File: src/design/stm_pkg.sv
// Package for the shader text minifier: request types, judge state and
// character codes. No dependencies; imported by shader_text_minifier.
package stm_pkg;

    // Result buffer depth: one item can release up to seven results
    localparam int MAX_RES = 8;
    localparam int IDX_W   = $clog2(MAX_RES);
    localparam int CNT_W   = $clog2(MAX_RES + 1);

    // Character codes
    localparam logic [7:0] CH_TAB   = 8'h09;
    localparam logic [7:0] CH_LF    = 8'h0A;
    localparam logic [7:0] CH_CR    = 8'h0D;
    localparam logic [7:0] CH_SPACE = 8'h20;
    localparam logic [7:0] CH_HASH  = 8'h23;
    localparam logic [7:0] CH_AMP   = 8'h26;
    localparam logic [7:0] CH_LPAR  = 8'h28;
    localparam logic [7:0] CH_RPAR  = 8'h29;
    localparam logic [7:0] CH_STAR  = 8'h2A;
    localparam logic [7:0] CH_PLUS  = 8'h2B;
    localparam logic [7:0] CH_COMMA = 8'h2C;
    localparam logic [7:0] CH_MINUS = 8'h2D;
    localparam logic [7:0] CH_SLASH = 8'h2F;
    localparam logic [7:0] CH_SEMI  = 8'h3B;
    localparam logic [7:0] CH_LT    = 8'h3C;
    localparam logic [7:0] CH_EQ    = 8'h3D;
    localparam logic [7:0] CH_GT    = 8'h3E;
    localparam logic [7:0] CH_LBRK  = 8'h5B;
    localparam logic [7:0] CH_BSL   = 8'h5C;
    localparam logic [7:0] CH_RBRK  = 8'h5D;
    localparam logic [7:0] CH_N     = 8'h6E;
    localparam logic [7:0] CH_LBRC  = 8'h7B;
    localparam logic [7:0] CH_BAR   = 8'h7C;
    localparam logic [7:0] CH_RBRC  = 8'h7D;

    // Input request
    typedef struct packed {
        logic [7:0] text_byte;
        logic       end_of_text;
    } t_in;

    // Output request
    typedef struct packed {
        logic [7:0] out_byte;
        logic       byte_valid;
        logic       end_of_output;
    } t_out;

    // Judge state; h0 is the held-back newest output byte, h1 the one before
    typedef struct packed {
        logic       line_cmt;
        logic       blk_cmt;
        logic       in_dir;
        logic       squeeze;
        logic [7:0] prev;
        logic       h0_v;
        logic [7:0] h0;
        logic       h1_v;
        logic [7:0] h1;
    } t_mstate;

    localparam t_mstate ST_RESET = '{
        line_cmt: 1'b0, blk_cmt: 1'b0, in_dir: 1'b0, squeeze: 1'b1,
        prev: 8'h00, h0_v: 1'b0, h0: 8'h00, h1_v: 1'b0, h1: 8'h00
    };

    // Outcome of judging one byte: new state and up to three released bytes
    typedef struct packed {
        t_mstate        st;
        logic [1:0]     cnt;
        logic [2:0][7:0] bytes;
    } t_judge;

endpackage

File: src/design/shader_text_minifier.sv
// Shader text minifier top level: input register, single-pass byte judge
// and result shift buffer. Depends on stm_pkg.
//
// Usage: source text enters one byte per request on the input channel
// (i_in_valid / o_in_stall, payload i_in_data), end_of_text set on the
// final byte. Minified bytes leave on the output channel (o_out_valid /
// i_out_stall, payload o_out_data), end_of_output set on the final result;
// a text that yields no bytes gives one result with byte_valid low.
// Sequence: a byte is registered, then judged when the following byte (or the
// end flag) is known, and the newest output byte is held back one step so a
// space before an operator can be dropped. Results are loaded into the
// result buffer as the judging item leaves the input register.
// Throughput: one byte per cycle while each item releases at most one
// result and i_out_stall is low. An item that releases k results (up to
// seven on the final byte) drains one per unstalled cycle; the input
// register holds the next byte until the last of them is taken.
// Stall on the output holds the buffer head stable and backs up into
// o_in_stall once the input register is full.
// Reset (synchronous, active low) empties both registers and returns the
// judge to its start state; after each final byte it returns there too.
module shader_text_minifier
    import stm_pkg::*;
(
    input  logic i_clk,
    input  logic i_rst_n,
    input  logic i_in_valid,
    output logic o_in_stall,
    input  t_in  i_in_data,
    output logic o_out_valid,
    input  logic i_out_stall,
    output t_out o_out_data
);

    // ---------------------------------------------------------------
    // Character classes
    function automatic logic f_blank(logic [7:0] c);
        return c inside {CH_SPACE, CH_TAB, CH_CR, CH_LF};
    endfunction

    function automatic logic f_retract_op(logic [7:0] c);
        return c inside {CH_PLUS, CH_MINUS, CH_STAR, CH_SLASH, CH_EQ, CH_SEMI,
                         CH_LPAR, CH_RPAR, CH_LBRC, CH_RBRC, CH_COMMA,
                         CH_BAR, CH_AMP, CH_LT, CH_GT};
    endfunction

    function automatic logic f_squeeze_op(logic [7:0] c);
        return f_retract_op(c) || f_blank(c) || c == CH_LBRK || c == CH_RBRK;
    endfunction

    // Push a byte into the history; the held head is released unless it
    // was just retracted (then the head is simply replaced)
    function automatic t_judge f_push(t_judge j, logic [7:0] b, logic retract);
        t_judge r;
        r = j;
        if (!retract) begin
            if (j.st.h0_v) begin
                r.bytes[j.cnt] = j.st.h0;
                r.cnt          = j.cnt + 2'd1;
            end
            r.st.h1_v = j.st.h0_v;
            r.st.h1   = j.st.h0;
        end
        r.st.h0_v = 1'b1;
        r.st.h0   = b;
        return r;
    endfunction

    // Judge one source byte, with the following byte when there is one
    function automatic t_judge f_judge(t_mstate s, logic [7:0] c,
                                       logic [7:0] nx, logic nx_v);
        t_judge j;
        logic   sq_new;
        logic   retract;
        j.st      = s;
        j.st.prev = c;
        j.cnt     = 2'd0;
        j.bytes   = '0;
        sq_new    = f_squeeze_op(c);
        retract   = sq_new && s.h0_v && s.h0 == CH_SPACE && f_retract_op(c);
        if (s.blk_cmt) begin
            if (c == CH_SLASH && s.prev == CH_STAR) j.st.blk_cmt = 1'b0;
        end else if (s.in_dir) begin
            if (c == CH_LF) begin
                j = f_push(j, CH_BSL, 1'b0);
                j = f_push(j, CH_N, 1'b0);
                j.st.in_dir  = 1'b0;
                j.st.squeeze = 1'b1;
            end else begin
                j = f_push(j, c, 1'b0);
            end
        end else if (s.line_cmt) begin
            if (c == CH_LF) j.st.line_cmt = 1'b0;
        end else if (c == CH_SLASH && nx_v && nx == CH_SLASH) begin
            j.st.line_cmt = 1'b1;
        end else if (c == CH_SLASH && nx_v && nx == CH_STAR) begin
            j.st.blk_cmt = 1'b1;
        end else begin
            // '#' opens a directive, escaped unless one already precedes it or fewer than two bytes are held
            if (c == CH_HASH) begin
                if (s.h0_v && s.h1_v && !(s.h1 == CH_BSL && s.h0 == CH_N)) begin
                    j = f_push(j, CH_BSL, 1'b0);
                    j = f_push(j, CH_N, 1'b0);
                    // escape pushed: retraction test sees 'n', not a space
                    retract = 1'b0;
                end
                j.st.in_dir = 1'b1;
            end
            if (!(s.squeeze && f_blank(c))) begin
                j.st.squeeze = sq_new;
                j = f_push(j, (c == CH_CR || c == CH_LF) ? CH_SPACE : c, retract);
            end
        end
        return j;
    endfunction

    // ---------------------------------------------------------------
    // Registers
    logic       r_in_v;
    t_in        r_in;
    t_mstate    r_st;
    logic       r_look_v;
    logic [7:0] r_look;
    t_out       r_buf [MAX_RES];
    logic [CNT_W-1:0] r_cnt;

    logic       take;
    logic       pop;
    logic       buf_free;
    logic       consume;

    t_judge     j1;
    t_judge     j2;
    t_out       n_list [MAX_RES];
    logic [CNT_W-1:0] n_cnt;
    t_mstate    n_st;
    logic       n_look_v;
    logic [IDX_W-1:0] base2;

    // Handshake
    assign pop         = (r_cnt != '0) && !i_out_stall;
    assign buf_free    = (r_cnt == '0) || (r_cnt == CNT_W'(1) && pop);
    assign consume     = r_in_v && buf_free;
    assign o_in_stall  = r_in_v && !consume;
    assign take        = i_in_valid && !o_in_stall;
    assign o_out_valid = (r_cnt != '0);
    assign o_out_data  = r_buf[0];

    // Judge the lookahead byte, then on the final request the byte itself
    always_comb begin
        if (r_look_v) begin
            j1 = f_judge(r_st, r_look, r_in.text_byte, 1'b1);
        end else begin
            j1 = '{st: r_st, cnt: 2'd0, bytes: '0};
        end
        j2    = f_judge(j1.st, r_in.text_byte, 8'h00, 1'b0);
        base2 = IDX_W'(j1.cnt) + IDX_W'(j2.cnt);

        for (int k = 0; k < MAX_RES; k++) begin
            n_list[k] = '0;
        end
        for (int k = 0; k < 3; k++) begin
            if (2'(k) < j1.cnt) begin
                n_list[IDX_W'(k)] = '{out_byte: j1.bytes[2'(k)], byte_valid: 1'b1,
                                      end_of_output: 1'b0};
            end
        end

        if (r_in.end_of_text) begin
            for (int k = 0; k < 3; k++) begin
                if (2'(k) < j2.cnt) begin
                    n_list[IDX_W'(j1.cnt) + IDX_W'(k)] =
                        '{out_byte: j2.bytes[2'(k)], byte_valid: 1'b1,
                          end_of_output: 1'b0};
                end
            end
            // Held-back byte closes the text, or a bare end marker
            if (j2.st.h0_v) begin
                n_list[base2] = '{out_byte: j2.st.h0, byte_valid: 1'b1,
                                  end_of_output: 1'b1};
            end else begin
                n_list[base2] = '{out_byte: 8'h00, byte_valid: 1'b0,
                                  end_of_output: 1'b1};
            end
            n_cnt    = CNT_W'(base2) + CNT_W'(1);
            n_st     = ST_RESET;
            n_look_v = 1'b0;
        end else begin
            n_cnt    = CNT_W'(j1.cnt);
            n_st     = j1.st;
            n_look_v = 1'b1;
        end
    end

    // Input register
    always_ff @(posedge i_clk) begin
        if (!i_rst_n) begin
            r_in_v <= 1'b0;
        end else if (take) begin
            r_in_v <= 1'b1;
        end else if (consume) begin
            r_in_v <= 1'b0;
        end
        if (take) begin
            r_in <= i_in_data;
        end
    end

    // Judge state and lookahead
    always_ff @(posedge i_clk) begin
        if (!i_rst_n) begin
            r_st     <= ST_RESET;
            r_look_v <= 1'b0;
            r_look   <= 8'h00;
        end else if (consume) begin
            r_st     <= n_st;
            r_look_v <= n_look_v;
            r_look   <= r_in.text_byte;
        end
    end

    // Result buffer: load a new list when free, else shift out one per pop
    always_ff @(posedge i_clk) begin
        if (!i_rst_n) begin
            r_cnt <= '0;
        end else if (consume) begin
            r_cnt <= n_cnt;
        end else if (pop) begin
            r_cnt <= r_cnt - CNT_W'(1);
        end
        if (consume) begin
            r_buf <= n_list;
        end else if (pop) begin
            for (int k = 0; k < MAX_RES - 1; k++) begin
                r_buf[k] <= r_buf[k + 1];
            end
            r_buf[MAX_RES - 1] <= '0;
        end
    end

`ifndef SYNTHESIS
    // Buffer count never exceeds its depth
    a_cnt_range: assert property (@(posedge i_clk) disable iff (!i_rst_n)
        r_cnt <= CNT_W'(MAX_RES))
        else $error("result count beyond buffer depth");

    // A final byte always leaves at least the closing result
    a_final_result: assert property (@(posedge i_clk) disable iff (!i_rst_n)
        consume && r_in.end_of_text |=> r_cnt != '0)
        else $error("final byte produced no result");

    // The closing result is the last one in the buffer
    a_end_last: assert property (@(posedge i_clk) disable iff (!i_rst_n)
        o_out_valid && o_out_data.end_of_output |-> r_cnt == CNT_W'(1))
        else $error("results queued after end of output");

    // A result without a byte is only the bare end marker
    a_bare_end: assert property (@(posedge i_clk) disable iff (!i_rst_n)
        o_out_valid && !o_out_data.byte_valid |-> o_out_data.end_of_output)
        else $error("empty result that is not the end marker");
`endif

endmodule
File: config.mk
export PLATFORM = sky130hd
export DESIGN_NAME = shader_text_minifier
export DESIGN_NICKNAME = d
export VERILOG_FILES = /design/src/design/stm_pkg.sv /design/src/design/shader_text_minifier.sv
export SDC_FILE = /design/constraint.sdc
export NUM_CORES = 1
export LEC_CHECK = 0
export BUFFER_PORTS_ARGS = -buffer_cell sky130_fd_sc_hd__buf_2
export CORE_MARGIN = 2
export CORE_UTILIZATION = 45
export CTS_CLUSTER_SIZE = 16
export DETAILED_ROUTE_END_ITERATION = 8
export GPL_TIMING_DRIVEN = 0
export PLACE_DENSITY = 0.6
export SLEW_MARGIN = 20
export SYNTH_ARGS = -nofsm -noshare
export SYNTH_HDL_FRONTEND = slang
export SYNTH_SLANG_ARGS = --single-unit
File: constraint.sdc
create_clock -name i_clk -period 11.8 [get_ports i_clk]
set_input_delay 1.18 -clock i_clk [delete_from_list [all_inputs] [get_ports i_clk]]
set_output_delay 1.18 -clock i_clk [all_outputs]
set_load 0.03 [all_outputs]
======== Word-level counts from Yosys, hierarchy flattened ========
Cells that the tools add are included.
storage, ports and cells
  flip-flop bits (word level) ............. 133
  output and inout port bits .............. 12
cells by class
  add/subtract/negate cells ............... 11
  $lt $le $gt $ge ......................... 26
  eq/ne operators ......................... 52
  muxes and demuxes ....................... 143
  bitwise logic cells ..................... 19
  reductions and logical operators ........ 56
operators by type and width
  operator              count
  $mux W80              10
  $mux W56              8
  $mux W44              10
  $bwmux W80            4
  $eq A8 B6 Y1 const B  31
  $mux W8               30
  $mux W54              4
  $demux W10 S3         4
  $eq A8 B7 Y1 const B  14
  $mux W55              2
  $demux W8 S2          6
  $and A72 B72 Y72      1
  $not A72 Y72          1
  $mux W10              7
  $mux W35              2
  $mux W53              1
  $mux W26              2
  $and A4 B12 Y12       4
  $bwmux W24            2
  $eq A8 B4 Y1 const B  6
  $not A12 Y12          4
  $or A4 B12 Y12        4
  $mux W43              1
  $mux W2               20
  other kinds (27)      129

======== Depth between registers and ports, before layout ========
  word-level depth ........................ 84
  depth in mapped cells ................... 26

======== Least setup slack after synthesis ========
No wires, ideal clock.
  path kind ............................... reg-to-reg
  start ................................... register r_look[7]
  end ..................................... register r_buf[56] (netlist bit), data pin
  data arrival time ....................... 5.493 ns
  setup slack ............................. 6.021 ns
  stages on the path, launching flop included .. 22
  period minus slack after synthesis ...... 5.779 ns
  cells stage by stage .................... dfxtp_1 > buf_6 > or4b_4 > or4_4 > o31a_1 > o21ai_2 > mux2_2 > or4_4 > o31ai_4 > ha_1 > nor2_1 > and3_1 > a21bo_2 > nand2_2 > inv_2 > fa_1 > clkbuf_1 > nor3b_1 > nor2_1 > o21ai_0 > nand2b_1 > o221ai_1
between the ends
  longest elaborated chain between the ends .. 57
  elaborated cells between the ends (all ways) .. 182
  classes of those cells .................. 7 x add/sub; 17 x order compare; 25 x eq/ne; 97 x mux; 8 x bitwise; 28 x reduce/logical
RTL lines
  item                                                                    RTL line                                                RTL
  start, declared                                                         shader_text_minifier.sv:122                             logic [7:0] r_look;
  start signal, assigned                                                  shader_text_minifier.sv:217                             r_look <= r_in.text_byte;
  $eq A8 B6 Y1, or another cell as far along                              shader_text_minifier.sv:41                              return c inside {CH_PLUS, CH_MINUS, CH_STAR, CH_SLASH, CH_EQ, CH_SEMI,
  $reduce_bool A15 Y1 / $reduce_bool A4 Y1 (equally long branches)        shader_text_minifier.sv:41, shader_text_minifier.sv:37
  $logic_or A1 B1 Y1 (3 in a row)                                         shader_text_minifier.sv:47                              return f_retract_op(c) || f_blank(c) || c == CH_LBRK || c == CH_RBRK;
  $logic_and A1 B1 Y1 (3 in a row)                                        shader_text_minifier.sv:79                              retract = sq_new && s.h0_v && s.h0 == CH_SPACE && f_retract_op(c);
  $mux W1                                                                 shader_text_minifier.sv:100                             if (s.h0_v && s.h1_v && !(s.h1 == CH_BSL && s.h0 == CH_N)) begin
  $mux W1                                                                 shader_text_minifier.sv:99                              if (c == CH_HASH) begin
  $mux W1                                                                 shader_text_minifier.sv:95                              end else if (c == CH_SLASH && nx_v && nx == CH_STAR) begin
  $mux W1                                                                 shader_text_minifier.sv:93                              end else if (c == CH_SLASH && nx_v && nx == CH_SLASH) begin
  (+37 left out)                                                          n/a
  $mux W80                                                                shader_text_minifier.sv:168                             if (r_in.end_of_text) begin
  $bwmux W80                                                              shader_text_minifier.sv:171                             n_list[IDX_W'(j1.cnt) + IDX_W'(k)] =
  $mux W80                                                                shader_text_minifier.sv:170                             if (2'(k) < j2.cnt) begin
  $mux W80                                                                shader_text_minifier.sv:168
  $and A72 B72 Y72 (no source line) / $bwmux W80 (equally long branches)  n/a
  $mux W80 (*)                                                            shader_text_minifier.sv:177                             if (j2.st.h0_v) begin
  $mux W80 (*)                                                            shader_text_minifier.sv:168
  $mux W80 (*)                                                            shader_text_minifier.sv:230                             if (consume) begin
  end signal, assigned                                                    shader_text_minifier.sv:231                             r_buf <= n_list;
  end signal, assigned by index                                           shader_text_minifier.sv:234                             r_buf[k] <= r_buf[k + 1];
  end, declared                                                           shader_text_minifier.sv:123                             t_out r_buf [MAX_RES];
Mark *: on every way between the ends. The rest lies on a longest branch, timed or not. The select of a mux whose other input is x is not followed.
A chain may end at the register's enable or synchronous reset.

======== Final worst setup path ========
  start ................................... register r_look[1]
  end ..................................... register r_buf[56] (netlist bit), data pin
The elaborated chain is that of the path after synthesis.

==> flow_summary.html <==
<table>
<tr><th>Metric</th><th>Value</th></tr>
<tr><th colspan="2">CTS</th></tr>
<tr><td>Clock network latency to the later pin of the worst-skew pair</td><td>0.45 ns</td></tr>
<tr><td>Total clock sinks</td><td>133</td></tr>
<tr><td>Clock root cell</td><td>clkbuf_16</td></tr>
<tr><td>H-tree level count</td><td>4</td></tr>
<tr><td>Clock buffer count from CTS</td><td>17</td></tr>
<tr><td>Total of hold buffers inserted after clock tree synthesis</td><td>0</td></tr>
<tr><td>Clock tree from TritonCTS</td><td>built</td></tr>
<tr><td>PostCTS Resize Cnt</td><td>0</td></tr>
<tr><td>Number of buffers on the longest clock path</td><td>2</td></tr>
<tr><td>Clock transition at the registers of the reported paths</td><td>0.07 ns</td></tr>
<tr><td>Setup bufs post-CTS</td><td>0</td></tr>
<tr><th colspan="2">Hold path</th></tr>
<tr><td>Number of instances on the worst hold path</td><td>1</td></tr>
<tr><td>Path category of the worst min-delay check</td><td>reg -&gt; reg</td></tr>
<tr><td>Critical hold path startpoint</td><td>r_buf[10]$_DFFE_PP_</td></tr>
<tr><td>Hold Path Sink</td><td>r_buf[20]$_DFFE_PP_</td></tr>
<tr><th colspan="2">Final layout</th></tr>
<tr><td>Area growth, synth to finish</td><td>11.42%</td></tr>
<tr><td>Share of post-route cells with drive strength above 1</td><td>0.09885</td></tr>
<tr><td>Commonest cells after routing, fill and taps aside</td><td>124 x nand2_1, 100 x nor2_1, 89 x edfxtp_1</td></tr>
<tr><td>Total Nets Final</td><td>1233</td></tr>
<tr><td>Antenna diode count</td><td>0</td></tr>
<tr><td>Most common cell after layout, fill and taps aside</td><td>nand2_1</td></tr>
<tr><th colspan="2">Global route</th></tr>
<tr><td>Pin count of the biggest net entering global routing</td><td>49</td></tr>
<tr><td>Global Route Usage Sum</td><td>0.3553</td></tr>
<tr><td>Wire length of the first global-routing pass</td><td>58860 um</td></tr>
<tr><td>Global route overflow</td><td>0</td></tr>
<tr><td>Number of global-route vias before repair</td><td>9358</td></tr>
<tr><td>Initial antenna violation count</td><td>0</td></tr>
<tr><th colspan="2">Timing</th></tr>
<tr><td>Count of final max-slew check failures</td><td>0</td></tr>
<tr><td>Final hold vios</td><td>0</td></tr>
<tr><td>Fin Setup TNS</td><td>0 ns</td></tr>
<tr><td>Max transition margin</td><td>0.2466</td></tr>
<tr><td>Unrepaired setup endpoints after global routing</td><td>false</td></tr>
<tr><td>Final period utilization</td><td>0.6493</td></tr>
<tr><td>Layout Skew</td><td>0.01371 ns</td></tr>
<tr><td>Final setup fails</td><td>0</td></tr>
<tr><td>Maximum frequency from static timing analysis</td><td>130.5 MHz</td></tr>
<tr><td>Final critical path time including I/O delays and setup</td><td>7.662 ns</td></tr>
<tr><td>Worst Max-Slew Pin Slew</td><td>1.128 ns</td></tr>
<tr><th colspan="2">Die</th></tr>
<tr><td>Area of the core</td><td>21090 um^2</td></tr>
<tr><td>Number of core rows</td><td>53</td></tr>
<tr><td>Die Span Y</td><td>150.6 um</td></tr>
<tr><td>Initial standard-cell utilization of the core</td><td>0.4586</td></tr>
<tr><td>Number of primary I/O pins</td><td>25</td></tr>
<tr><td>Die area</td><td>22680 um^2</td></tr>
<tr><td>DIE WIDTH</td><td>150.6 um</td></tr>
<tr><th colspan="2">Synth</th></tr>
<tr><td>Synthesis-stage register bit count</td><td>133</td></tr>
<tr><td>Synthesized area per cell</td><td>8.373 um^2</td></tr>
<tr><td>Top_reg_cell synth</td><td>edfxtp_1</td></tr>
<tr><td>Yosys cell types</td><td>99</td></tr>
<tr><td>Share of the yosys chip area belonging to registers</td><td>0.3674</td></tr>
<tr><td>Async set or reset register ratio after synthesis</td><td>0</td></tr>
<tr><td>Number of enable-type register cells in the synthesized netlist</td><td>89</td></tr>
<tr><td>Synthesized cell area</td><td>9671 um^2</td></tr>
<tr><td>Synthesized netlist cell count</td><td>1155</td></tr>
<tr><td>Synth warnings</td><td>0</td></tr>
<tr><th colspan="2">Setup path</th></tr>
<tr><td>FF-to-FF Start</td><td>r_look[1]$_SDFFE_PN0P_</td></tr>
<tr><td>Required time of the worst setup path</td><td>11.92 ns</td></tr>
<tr><td>Timing startpoint of the critical path</td><td>r_look[1]$_SDFFE_PN0P_</td></tr>
<tr><td>Most common cell type on the critical path</td><td>nor2_1</td></tr>
<tr><td>Worst Setup End Kind</td><td>flop</td></tr>
<tr><td>Destination of the worst register-to-register timing path</td><td>r_buf[56]$_DFFE_PP_</td></tr>
<tr><td>Arrival time at the worst endpoint</td><td>7.79 ns</td></tr>
<tr><td>Largest fanout on the critical path</td><td>10</td></tr>
<tr><td>Register-to-register setup slack</td><td>4.14 ns</td></tr>
<tr><td>CP max stage cell</td><td>nor3b_1</td></tr>
<tr><td>Longest individual stage delay on the worst path</td><td>0.95 ns</td></tr>
<tr><td>CP Cell Sequence</td><td>clkbuf_2 &gt; buf_2 &gt; or4bb_1 &gt; nor3_1 &gt; nor2_1 &gt; o21a_1 &gt; a21oi_1 &gt; nand3_1 &gt; or4_4 &gt; o31ai_4 &gt; ha_1 &gt; nor2_1 &gt; and3_1 &gt; a21bo_2 &gt; nand2_2 &gt; inv_2 &gt; fa_1 &gt; clkbuf_1 &gt; nor3b_1 &gt; nor2_1 &gt; o21ai_0 &gt; nand2b_1 &gt; o221ai_1</td></tr>
<tr><td>Kind of start point of the critical path</td><td>flop</td></tr>
<tr><td>Path type of the worst setup path</td><td>reg -&gt; reg</td></tr>
<tr><td>Cell count of the worst reg-to-reg path</td><td>23</td></tr>
<tr><th colspan="2">Placed design</th></tr>
<tr><td>Count of buffers inserted at the top-level ports</td><td>24</td></tr>
<tr><td>Last weighted congestion value of the routability-driven placer</td><td>1.001</td></tr>
<tr><td>Dpl hpwl</td><td>29260 um</td></tr>
<tr><th colspan="2">Detailed routing</th></tr>
<tr><td>Number of DRC markers after the initial detailed-route iteration</td><td>1519</td></tr>
<tr><td>Remaining design rule violation count</td><td>0</td></tr>
<tr><td>Detailed-route wire length per cell</td><td>26.82 um</td></tr>
<tr><td>Vias after detailed routing</td><td>10030</td></tr>
<tr><td>Post-DRT Antenna Nets</td><td>0</td></tr>
<tr><td>First-pass iteration count of the detailed router</td><td>6</td></tr>
<tr><td>Aggregate routed wire length</td><td>39940 um</td></tr>
<tr><td>Average via count per standard cell</td><td>6.739</td></tr>
<tr><th colspan="2">Flow run</th></tr>
<tr><td>Max-capacitance violation count</td><td>0</td></tr>
<tr><th colspan="2">Pwr</th></tr>
<tr><td>Overall power consumption</td><td>2246 uW</td></tr>
<tr><td>Cell area power density</td><td>208.4 nW/um^2</td></tr>
<tr><td>Max VDD drop</td><td>0.2008 mV</td></tr>
<tr><td>Leakage</td><td>0.003719 uW</td></tr>
<tr><th colspan="2">Run status</th></tr>
<tr><td>Status</td><td>completed</td></tr>
</table>
## critical path, delay by kind of cell (launching register included)
kind | cells | cell delay [ns]
and+or+nand+nor | 11 | 3.74
DFF | 1 | 0.31
buffers and inverters | 4 | 0.81
AOI/OAI and AO/OA | 6 | 1.83
adders and majority gates | 2 | 0.65
## metal layers
layer | share of wire | GRT usage
met5 | 0 | 0
met4 | 0.044 | 0.1547
met3 | 0.13 | 0.1112
met2 | 0.40 | 0.4991
met1 | 0.42 | 0.4995
## layout make-up
cell class / count / area [um^2]
multi-input cells: 900 / 5620
repair buffers: 26 / 152.6
flip-flops and latches: 133 / 3553
clock inverters: 15 / 160.2
inverters: 29 / 108.9
clock buffers: 17 / 425.4
well taps: 275 / 344.1
plain buffers: 94 / 410.4
fillers: 2085 / 10310
## cell usage after synthesis, drive strengths merged (5+ instances only)
cell type  number  area share
edfxtp         89        0.28
nor3           29       0.015
a211oi         12      0.0093
a21o            9      0.0070
o22ai          14      0.0091
or4             8      0.0078
nor2b          31       0.020
a22o            7      0.0063
nor2          100       0.039
nand2b         12      0.0078
o211a           6      0.0062
o221ai         11       0.010
nand3          27       0.014
a31o            6      0.0054
ha             18       0.023
nor3b          14       0.011
a22oi          39       0.030
buf            24       0.015
clkbuf         70       0.027
a31oi          23       0.016
and3           15      0.0097
nand4           9      0.0058
and2           26       0.017
o2111ai         6      0.0054
o21ai          99       0.052
nand3b          6      0.0047
a21boi         10      0.0078
nor4           17       0.014
a2bb2oi         6      0.0054
o211ai         15       0.012
o21a           11      0.0093
dfxtp          44       0.091
o31ai          13       0.012
inv            28       0.011
or3             8      0.0052
o32ai           5      0.0053
a21oi          76       0.040
a221oi          5      0.0052
nand2         125       0.049
## stage by stage
| step | setup slack, ns | hold WS, ns | instances | utilization | cell area (um^2) |
|---|---|---|---|---|---|
| 6_report | 4.138 | 0.5264 | 1489 | 0.5110 | 10780 |
| 5_1_grt | 3.914 | 0.5507 | 1489 | 0.5110 | 10780 |
| 4_1_cts | 4.385 | 0.5291 | 1489 | 0.5110 | 10780 |
| 3_5_place_dp | 4.438 | 0.5066 | 1457 | 0.4832 | 10190 |
| 3_3_place_gp | 4.364 | 0.5020 | 1455 | 0.4808 | 10140 |
| 2_1_floorplan | 6.021 | 0.4836 | 1156 | - | 9674 |
## kinds of logic (layout without fill, tap and decap cells)
logic type,after synthesis,after routing,synth area share
adder cells (fa/ha/maj),19,19,0.02536
AND/OR/NAND/NOR,451,451,0.2445
flip-flops,133,133,0.3674
AO/OA/AOI/OAI,417,417,0.2977
buffers and inverters,123,181,0.05331
XOR/XNOR,4,4,0.003622
multiplexers,7,7,0.007634
other,1,2,0.0003878
## worst max path at each step
stage | depth (start not counted) | to | slack (ns)
after floorplan | 21 | r_buf[56]$_DFFE_PP_ | 6.02
after global placement | 23 | r_buf[56]$_DFFE_PP_ | 4.36
after detailed placement | 23 | r_buf[56]$_DFFE_PP_ | 4.44
after CTS | 23 | r_buf[56]$_DFFE_PP_ | 4.39
after global routing | 23 | r_buf[56]$_DFFE_PP_ | 3.91
final | 23 | r_buf[56]$_DFFE_PP_ | 4.14
## where the power goes
group / switching, uW / internal, uW
sequential: 55.4 / 730
combinational: 634 / 282
clock: 261 / 283
## sequential cells by signal, indices dropped and copies added (netlist names)
name and cells:
r_cnt 4, r_buf 70, o_out_data 10, r_st 30
r_look_v 1, r_look 8, r_in_v 1, r_in 9
(Power assumes the default switching activity.)
